### src/hw/rtl/hbd_pkg.sv
package hbd_pkg;

  // Default sizing of the decoder
  localparam int unsigned TABLE_DEPTH_DEF  = 256;
  localparam int unsigned MAX_CODE_LEN_DEF = 32;

  // Request operations
  typedef enum logic [1:0] {
    OP_LOAD   = 2'd0,
    OP_STREAM = 2'd1,
    OP_START  = 2'd2
  } hbd_op_e;

  // Result kinds
  typedef enum logic [1:0] {
    KIND_SYMBOL   = 2'd0,
    KIND_OVERFLOW = 2'd1,
    KIND_FULL     = 2'd2
  } hbd_kind_e;

  // Sequencer states
  typedef enum logic [1:0] {
    ST_IDLE  = 2'd0,
    ST_BITS  = 2'd1,
    ST_FLUSH = 2'd2
  } hbd_state_e;

  // One code table entry
  typedef struct packed {
    logic [7:0]  symbol;
    logic [5:0]  length;
    logic [31:0] code;
  } hbd_entry_t;

  // Input request
  typedef struct packed {
    logic [1:0]  op;
    logic [7:0]  entry_symbol;
    logic [5:0]  entry_length;
    logic [31:0] entry_code;
    logic [7:0]  stream_byte;
    logic [3:0]  bits_used;
  } hbd_in_req_t;

  // Output request
  typedef struct packed {
    hbd_kind_e  kind;
    logic [7:0] decoded_symbol;
    logic       last;
  } hbd_out_req_t;

endpackage

### src/hw/rtl/hbd_cell.sv
// One table cell: holds an entry, compares it against the broadcast key,
// and takes its left neighbor's entry when the table shifts on a load.
module hbd_cell import hbd_pkg::*; #(
  parameter int unsigned KeyLenW = 7,
  parameter int unsigned KeyValW = 32
) (
  input  logic               clk_i,
  input  logic               shift_i,
  input  hbd_entry_t         ent_i,
  input  logic               shadow_i,
  input  logic [KeyLenW-1:0] key_len_i,
  input  logic [KeyValW-1:0] key_val_i,
  output hbd_entry_t         ent_o,
  output logic               shadow_o,
  output logic               key_hit_o
);

  hbd_entry_t ent_q;
  logic       shadow_q;

  // Entry and shadow flag move one cell along whenever the table shifts on a load
  always_ff @(posedge clk_i) begin
    if (shift_i) begin
      ent_q    <= ent_i;
      shadow_q <= shadow_i;
    end
  end

  // Length and code must both agree with the key
  assign key_hit_o = (key_len_i == KeyLenW'(ent_q.length)) &&
                     (key_val_i == KeyValW'(ent_q.code));

  assign ent_o    = ent_q;
  assign shadow_o = shadow_q;

endmodule

### config.mk
export PLATFORM = sky130hd
export DESIGN_NAME = hbd_cell
export DESIGN_NICKNAME = d
export VERILOG_FILES = /design/src/hw/rtl/hbd_pkg.sv /design/src/hw/rtl/hbd_cell.sv
export SDC_FILE = /design/constraint.sdc
export NUM_CORES = 1
export LEC_CHECK = 0
export BUFFER_PORTS_ARGS = -buffer_cell sky130_fd_sc_hd__buf_2
export CORE_MARGIN = 2
export CORE_UTILIZATION = 43
export DETAILED_ROUTE_END_ITERATION = 12
export PLACE_DENSITY = 0.85
export SLEW_MARGIN = 15
export SYNTH_ARGS = -nofsm -noshare
export SYNTH_HDL_FRONTEND = slang
export SYNTH_SLANG_ARGS = --single-unit
### constraint.sdc
create_clock -name clk_i -period 3.6 [get_ports clk_i]
set_input_delay 0.72 -clock clk_i [delete_from_list [all_inputs] [get_ports clk_i]]
set_output_delay 0.72 -clock clk_i [all_outputs]
set_load 0.05 [all_outputs]
# [Word-level counts from Yosys, hierarchy flattened]
# Index checks and enable logic that the tools add are counted.
[word_totals] regBits=47 inputBits=88 output_inout_bits=48 word_cells=7
[classes] eq_ne=2 reduce_logical=1
[ops] operator="== test 32 bit" count=1
[ops] operator="== test 7 x 6 -> 1 bit" count=1
[ops] operator="logical AND 1 bit" count=1

# [Depth between registers and ports, before layout]
# Gate-level depths: netlist of run 1.
[logic_depth] word_depth=2 depth_mapped=4 mapped_depth_nobuf=4

# [Worst setup path before layout of run 1]
# Ideal clock, no wire load.
[synth_path] path_type="in2out" startpoint="input key_val_i[15]" endpoint="output key_hit_o" arrival_ns=2.342 required_ns=2.880 setup_slack_ns=0.538 path_stages=3 path_buffers=0 cell_sequence="xor2_1 -> or4_1 -> nor4_2"
[synth_between] elab_chain_len=2
[synth_rtl] item="start, declared" line_no="hbd_cell.sv:12" text="input logic [KeyValW-1:0] key_val_i,"
[synth_rtl] item="== test 32 bit" line_no="hbd_cell.sv:31" text="(key_val_i == KeyValW'(ent_q.code));"
[synth_rtl] item="logical AND 1 bit" line_no="hbd_cell.sv:30" text="assign key_hit_o = (key_len_i == KeyLenW'(ent_q.length)) &&"
[synth_rtl] item="end, declared" line_no="hbd_cell.sv:15" text="output logic key_hit_o"
# Every way passes these cells.

# [Final worst setup path of run 1]
[layout_path] startpoint="input key_len_i[5]" endpoint="output key_hit_o"
[layout_between] elab_chain_len=2
[layout_rtl] item="start, declared" line_no="hbd_cell.sv:11" text="input logic [KeyLenW-1:0] key_len_i,"
[layout_rtl] item="== test 7 x 6 -> 1 bit" line_no="hbd_cell.sv:30"
[layout_rtl] item="logical AND 1 bit" line_no="hbd_cell.sv:30"
# Every way passes these cells.

==> flow_summary_export.csv, run 1 <==
group,metric,value,unit
outcome,status,"completed",
timing,worst_pin_slew,1040,ps
yosys,synthMuxAreaShare,0,
setup_path,cp-start-kind,"primary input",
yosys,syn_area,1830,um^2
setup_path,required,2880,ps
floorplan,die_w,69.3,um
timing,tns,0,ps
grt,grt_overflow_total,0,
floorplan,num_rows,23,
grt,antenna_found_initial,1,
clocking,post_cts_resized,0,
yosys,synth_warnings,0,
yosys,synth.distinct_cells,8,
drt,drc,0,
clocking,htreeDepth,2,
setup_path,worstPathArrival,2050,ps
drt,drt_iter0_markers,35,
placed_design,place_inst,283,
clocking,cts_setup_buffers,0,
placed_design,port_buffers,135,
clocking,clk_pin_slew,80,ps
yosys,synthCells,98,
yosys,synth_compound_area_frac,0,
min_path,worstHoldPathType,"in -> reg",
yosys,yosys.area_share.adder,0,
min_path,hold_depth,1,
yosys,yosysSeqAreaShare,0.770,
drt,vias,1333,
drt,viasPerCell,4.58,
floorplan,die_area,4800,um^2
drt,dr.pass1.iters,4,
drt,routedWlPerCell,14.6,um
placed_design,placed_area,2570,um^2
final_layout,final_core_util,0.654,
setup_path,worst-path-buf-inv,2,
setup_path,cp-end-kind,"primary output",
drt,final_antenna_net_count,0,
drt,totalWireLength,4250,um
final_layout,drive_gt1_frac,0.593,
clocking,clk_path_buf_depth,2,
yosys,synth_top_area_cell,"edfxtp_1",
floorplan,io_pins,136,
final_layout,stdcell_count,291,
power_and_ir_drop,power.total,1.27,mW
yosys,synth.area.top_cells,"edfxtp_1 77%, xor2_1 16%, nor4_1 2.4%",
placed_design,post-dp-hpwl,3450,um
yosys,synthXorXnorAreaFrac,0.182,
grt,grt_pass1_vias,1475,
setup_path,worstPathCellList,"buf_2 > xor2_1 > nor4_1 > nand4_1 > nor4_2 > buf_2",
grt,track_usage,0.179,
timing,min_period,2770,ps
power_and_ir_drop,peakVddDrop,0.352,mV
placed_design,gp_congestion,0.731,
floorplan,start_util,0.451,
yosys,yosysTopAreaCellShare,0.770,
clocking,cts_made_buffers,5,
timing,hold_viol,0,
timing,setup_viol,0,
timing,period_share,0.770,
yosys,synth-seq-cells,47,
final_layout,diodes,0,
yosys,avgSynthCellArea,18.7,um^2
clocking,holdBufCountCts,0,
final_layout,finalInstanceArea,2660,um^2
setup_path,crit_path_frequent_cell,"buf_2",
setup_path,path_max_fanout,1,
final_layout,area_growth,44.9,%
setup_path,slowest_delay,340,ps
setup_path,slowest_stage,"nor4_1",
setup_path,crit_type,"in -> out",
timing,maxSlewViolCount,0,
timing,max_clock_freq,361,MHz
power_and_ir_drop,power.density,478,nW/um^2
job,drv_cap,0,
clocking,cts_tree,"built",
yosys,synth-simple-area-share,0.0478,
clocking,cts.sinks,47,
floorplan,core,4060,um^2
floorplan,die_h,69.3,um
final_layout,layout_commonest_cell,"buf_2",
setup_path,path_depth,6,
clocking,root_buffer,"clkbuf_8",
yosys,syn_nets,186,
final_layout,final_cell_mix,"135 x buf_2, 47 x edfxtp_1, 34 x xor2_1, 7 x nor4_1, 5 x clkbuf_8",
power_and_ir_drop,power.leakage,1.19,nW
grt,grt_pass1_wl,6440,um
timing,max-slew-margin-rel,0.306,
final_layout,nets,328,
yosys,synth_top_family_by_area,"XOR/XNOR gates",
setup_path,cpLargestDelayFamily,"simple AND/OR/NAND/NOR gates",
timing,rsz0062_at_grt,"false",
grt,grt_max_degree,48,
[layout make-up]
type / count / area, um^2
fill: 328 / 1400
clock inverter: 2 / 12.5
tap: 50 / 62.6
sequential: 47 / 1410
timing repair buffer: 135 / 676
clock buffer: 6 / 72.6
multi-input combinational: 51 / 420
[metal layers]
metal,vias up,routed length (um),track usage
met5,-,0,0
met4,0,63,0.0654
met3,5,491,0.0974
met2,72,2310,0.335
met1,607,1380,0.159
li1,649,-,-
[logic make-up (layout without fill, tap and decap cells)]
logic type                count (synthesis)  count (layout)
xor gates and xnor gates                 38              38
buffers and inverters                     0             143
and+or+nand+nor                          13              13
DFF                                      47              47
[sequential cells by signal, summed over array words and instances (netlist names)]
name / cells
ent_o: 46
shadow_o: 1
[metrics by stage]
step / hold WS [ps] / worst slack [ps]
after floorplan: 819 / 538
after global placement: 896 / 771
after detailed placement: 898 / 802
after CTS: 583 / 800
after global routing: 572 / 721
final: 595 / 829
[final timing paths]
| check | slack (ps) | end | startpoint |
|---|---|---|---|
| setup / recovery | 830 | key_hit_o | key_len_i[5] |
| hold / removal | 590 | ent_o[42]$_DFFE_PP_ | ent_i[42] |
[synth_stat cells]
cell       n
xnor2_1    4
xor2_1    34
nand4_1    3
nor4_2     1
nor4_1     7
nor3_1     1
or4_1      1
edfxtp_1  47
[power by group]
| group | internal (mW) | total, mW | switching [mW] |
|---|---|---|---|
| logic | 0.0857 | 0.293 | 0.208 |
| clock network | 0.136 | 0.301 | 0.165 |
| registers | 0.652 | 0.676 | 0.0237 |
| total | 0.873 | 1.27 | 0.396 |
No activity file was read; power rests on OpenSTA's default activity.
==> run 2, diff against run 1 <==
--- a/config.mk
+++ b/config.mk
@@ -7,9 +7,9 @@
 export LEC_CHECK = 0
 export BUFFER_PORTS_ARGS = -buffer_cell sky130_fd_sc_hd__buf_2
 export CORE_MARGIN = 2
-export CORE_UTILIZATION = 43
+export CORE_UTILIZATION = 40
 export DETAILED_ROUTE_END_ITERATION = 12
-export PLACE_DENSITY = 0.85
+export PLACE_DENSITY = 0.8
 export SLEW_MARGIN = 15
 export SYNTH_ARGS = -nofsm -noshare
 export SYNTH_HDL_FRONTEND = slang
==> constraint.sdc (replaced) <==
create_clock -name clk_i -period 2.6 [get_ports clk_i]
set_input_delay 0.52 -clock clk_i [delete_from_list [all_inputs] [get_ports clk_i]]
set_output_delay 0.52 -clock clk_i [all_outputs]
set_load 0.05 [all_outputs]
==> run 2 against run 1 <==
Clock power is 76% higher. Flip-flop and latch count unchanged. Setup slack got worse by 720 ps. Cell area grew 3.0%. Critical path type is now reg -> out. Largest power group unchanged. Combinational power grew 42%. Global-route usage decreased by 1.5 points. Critical path depth fell by 2. Hold slack worse by 200 ps.
==> flow_summary_export.csv, run 2 (synthesis results as in run 1) <==
group,metric,value,unit
clocking,root_buffer,"clkbuf_8",
floorplan,die_area,5140,um^2
final_layout,multiInputGateArea,442,um^2
clocking,holdBufCountCts,0,
timing,max_clock_freq,402,MHz
grt,antenna_found_initial,0,
outcome,status,"completed",
final_layout,largest_reg_flops,46,
timing,hold_viol,0,
placed_design,post-dp-hpwl,3350,um
final_layout,nets,329,
floorplan,die_w,71.7,um
final_layout,regArea,1410,um^2
clocking,cts.sinks,47,
drt,vias,1328,
timing,period_share,0.957,
grt,grt_max_degree,25,
power_and_ir_drop,power.density,687,nW/um^2
grt,grt_busiest_layer,"met2",
drt,dr.pass1.iters,4,
drt,drt_iter0_markers,62,
floorplan,start_util,0.418,
final_layout,fillers,345,
clocking,clk_path_buf_depth,2,
setup_path,required,2080,ps
setup_path,slowest_delay,560,ps
setup_path,worst-path-buf-inv,1,
min_path,hold_start,"ent_i[34]",
floorplan,core,4380,um^2
floorplan,num_rows,24,
min_path,hold_depth,1,
floorplan,io_pins,136,
power_and_ir_drop,power.total,1.88,mW
clocking,htreeDepth,2,
grt,met3_usage,0.0745,
final_layout,final_cell_mix,"134 x buf_2, 47 x edfxtp_1, 34 x xor2_1, 5 x nor4_1, 5 x clkbuf_8",
setup_path,slowest_stage,"or4_1",
floorplan,die_h,71.7,um
setup_path,cpLargestDelayFamily,"simple AND/OR/NAND/NOR gates",
timing,rsz0062_at_grt,"false",
timing,worst_pin_slew,542,ps
grt,grt_overflow_total,0,
clocking,cts_made_buffers,5,
timing,setup_viol,0,
drt,viasPerCell,4.52,
drt,totalWireLength,4110,um
final_layout,layout_commonest_cell,"buf_2",
grt,grt_use_met2,0.288,
power_and_ir_drop,power.leakage,1.23,nW
setup_path,cp-start-kind,"register",
grt,grt_pass1_wl,6350,um
setup_path,path_max_fanout,2,
final_layout,final_core_util,0.624,
setup_path,worstPathArrival,1970,ps
drt,final_antenna_net_count,0,
final_layout,diodes,0,
timing,tns,0,ps
min_path,worstHoldPathType,"in -> reg",
timing,min_period,2490,ps
final_layout,area_growth,49.3,%
placed_design,gp_congestion,0.756,
setup_path,cp-end-kind,"primary output",
power_and_ir_drop,peakVddDrop,0.417,mV
final_layout,drive_gt1_frac,0.607,
grt,use_met1,0.175,
clocking,cts_tree,"built",
job,drv_cap,0,
drt,routedWlPerCell,14.0,um
placed_design,port_buffers,135,
timing,maxSlewViolCount,0,
grt,grt_pass1_vias,1388,
min_path,holdPathEnd,"ent_o[34]$_DFFE_PP_",
setup_path,worstPathCellList,"xor2_1 > or4_1 > nor4_4 > buf_6",
grt,track_usage,0.164,
drt,drc,0,
setup_path,crit_type,"reg -> out",
timing,max-slew-margin-rel,0.638,
clocking,clk_pin_slew,90,ps
-- run 2: cell types whose count changed in the layout (fill, tap and decap cells not counted), sizes merged --
cell / previous run / this run
clkbuf: 6 / 5
inv: 0 / 1
bufinv: 0 / 1
buf: 135 / 136
clkinv: 1 / 0
-- run 2: how the worst max path moves through the flow --
stage / to / start / slack (ps) / cells past startpoint
after floorplan: key_hit_o / ent_o[15]$_DFFE_PP_ / 20 / 3
after global placement: key_hit_o / key_len_i[0] / 110 / 6
after detailed placement: key_hit_o / key_len_i[0] / 120 / 6
after CTS: key_hit_o / ent_o[15]$_DFFE_PP_ / 3 / 4
after global routing: key_hit_o / ent_o[15]$_DFFE_PP_ / 10 / 4
final: key_hit_o / ent_o[15]$_DFFE_PP_ / 110 / 4
-- run 2: report_power, final --
group          internal [mW]  switching, mW
combinational          0.123          0.292
sequential             0.902         0.0322
clock                  0.289          0.242
-- run 2: cell type report --
| class | count | share of cell area |
|---|---|---|
| clock inverters | 3 | 0.0169 |
| multi-input cells | 51 | 0.161 |
| well taps | 52 | 0.0238 |
| clock buffers | 5 | 0.0252 |
| repair buffers | 136 | 0.257 |
| flip-flops and latches | 47 | 0.516 |
-- run 2: timing repair --
item                       in CTS  in global routing
setup buffers                   0                  0
setup endpoints to repair       1                  1
gates resized for setup         2                  3
hold endpoints to repair        0                  0
-- run 2: stage by stage --
stage	instance area (um^2)	hold WS, ps	setup slack (ps)	cells
6_report	2740	392	111	294
5_1_grt	2740	372	9.74	294
4_1_cts	2730	383	2.61	294
3_5_place_dp	2600	698	117	286
3_3_place_gp	2600	696	109	286
2_1_floorplan	1840	619	22.5	98
-- run 2: per-layer routing --
metal,up-vias,wire (um)
met3,4,515
met2,86,2160
met5,-,0
li1,652,-
met4,0,44
met1,586,1380
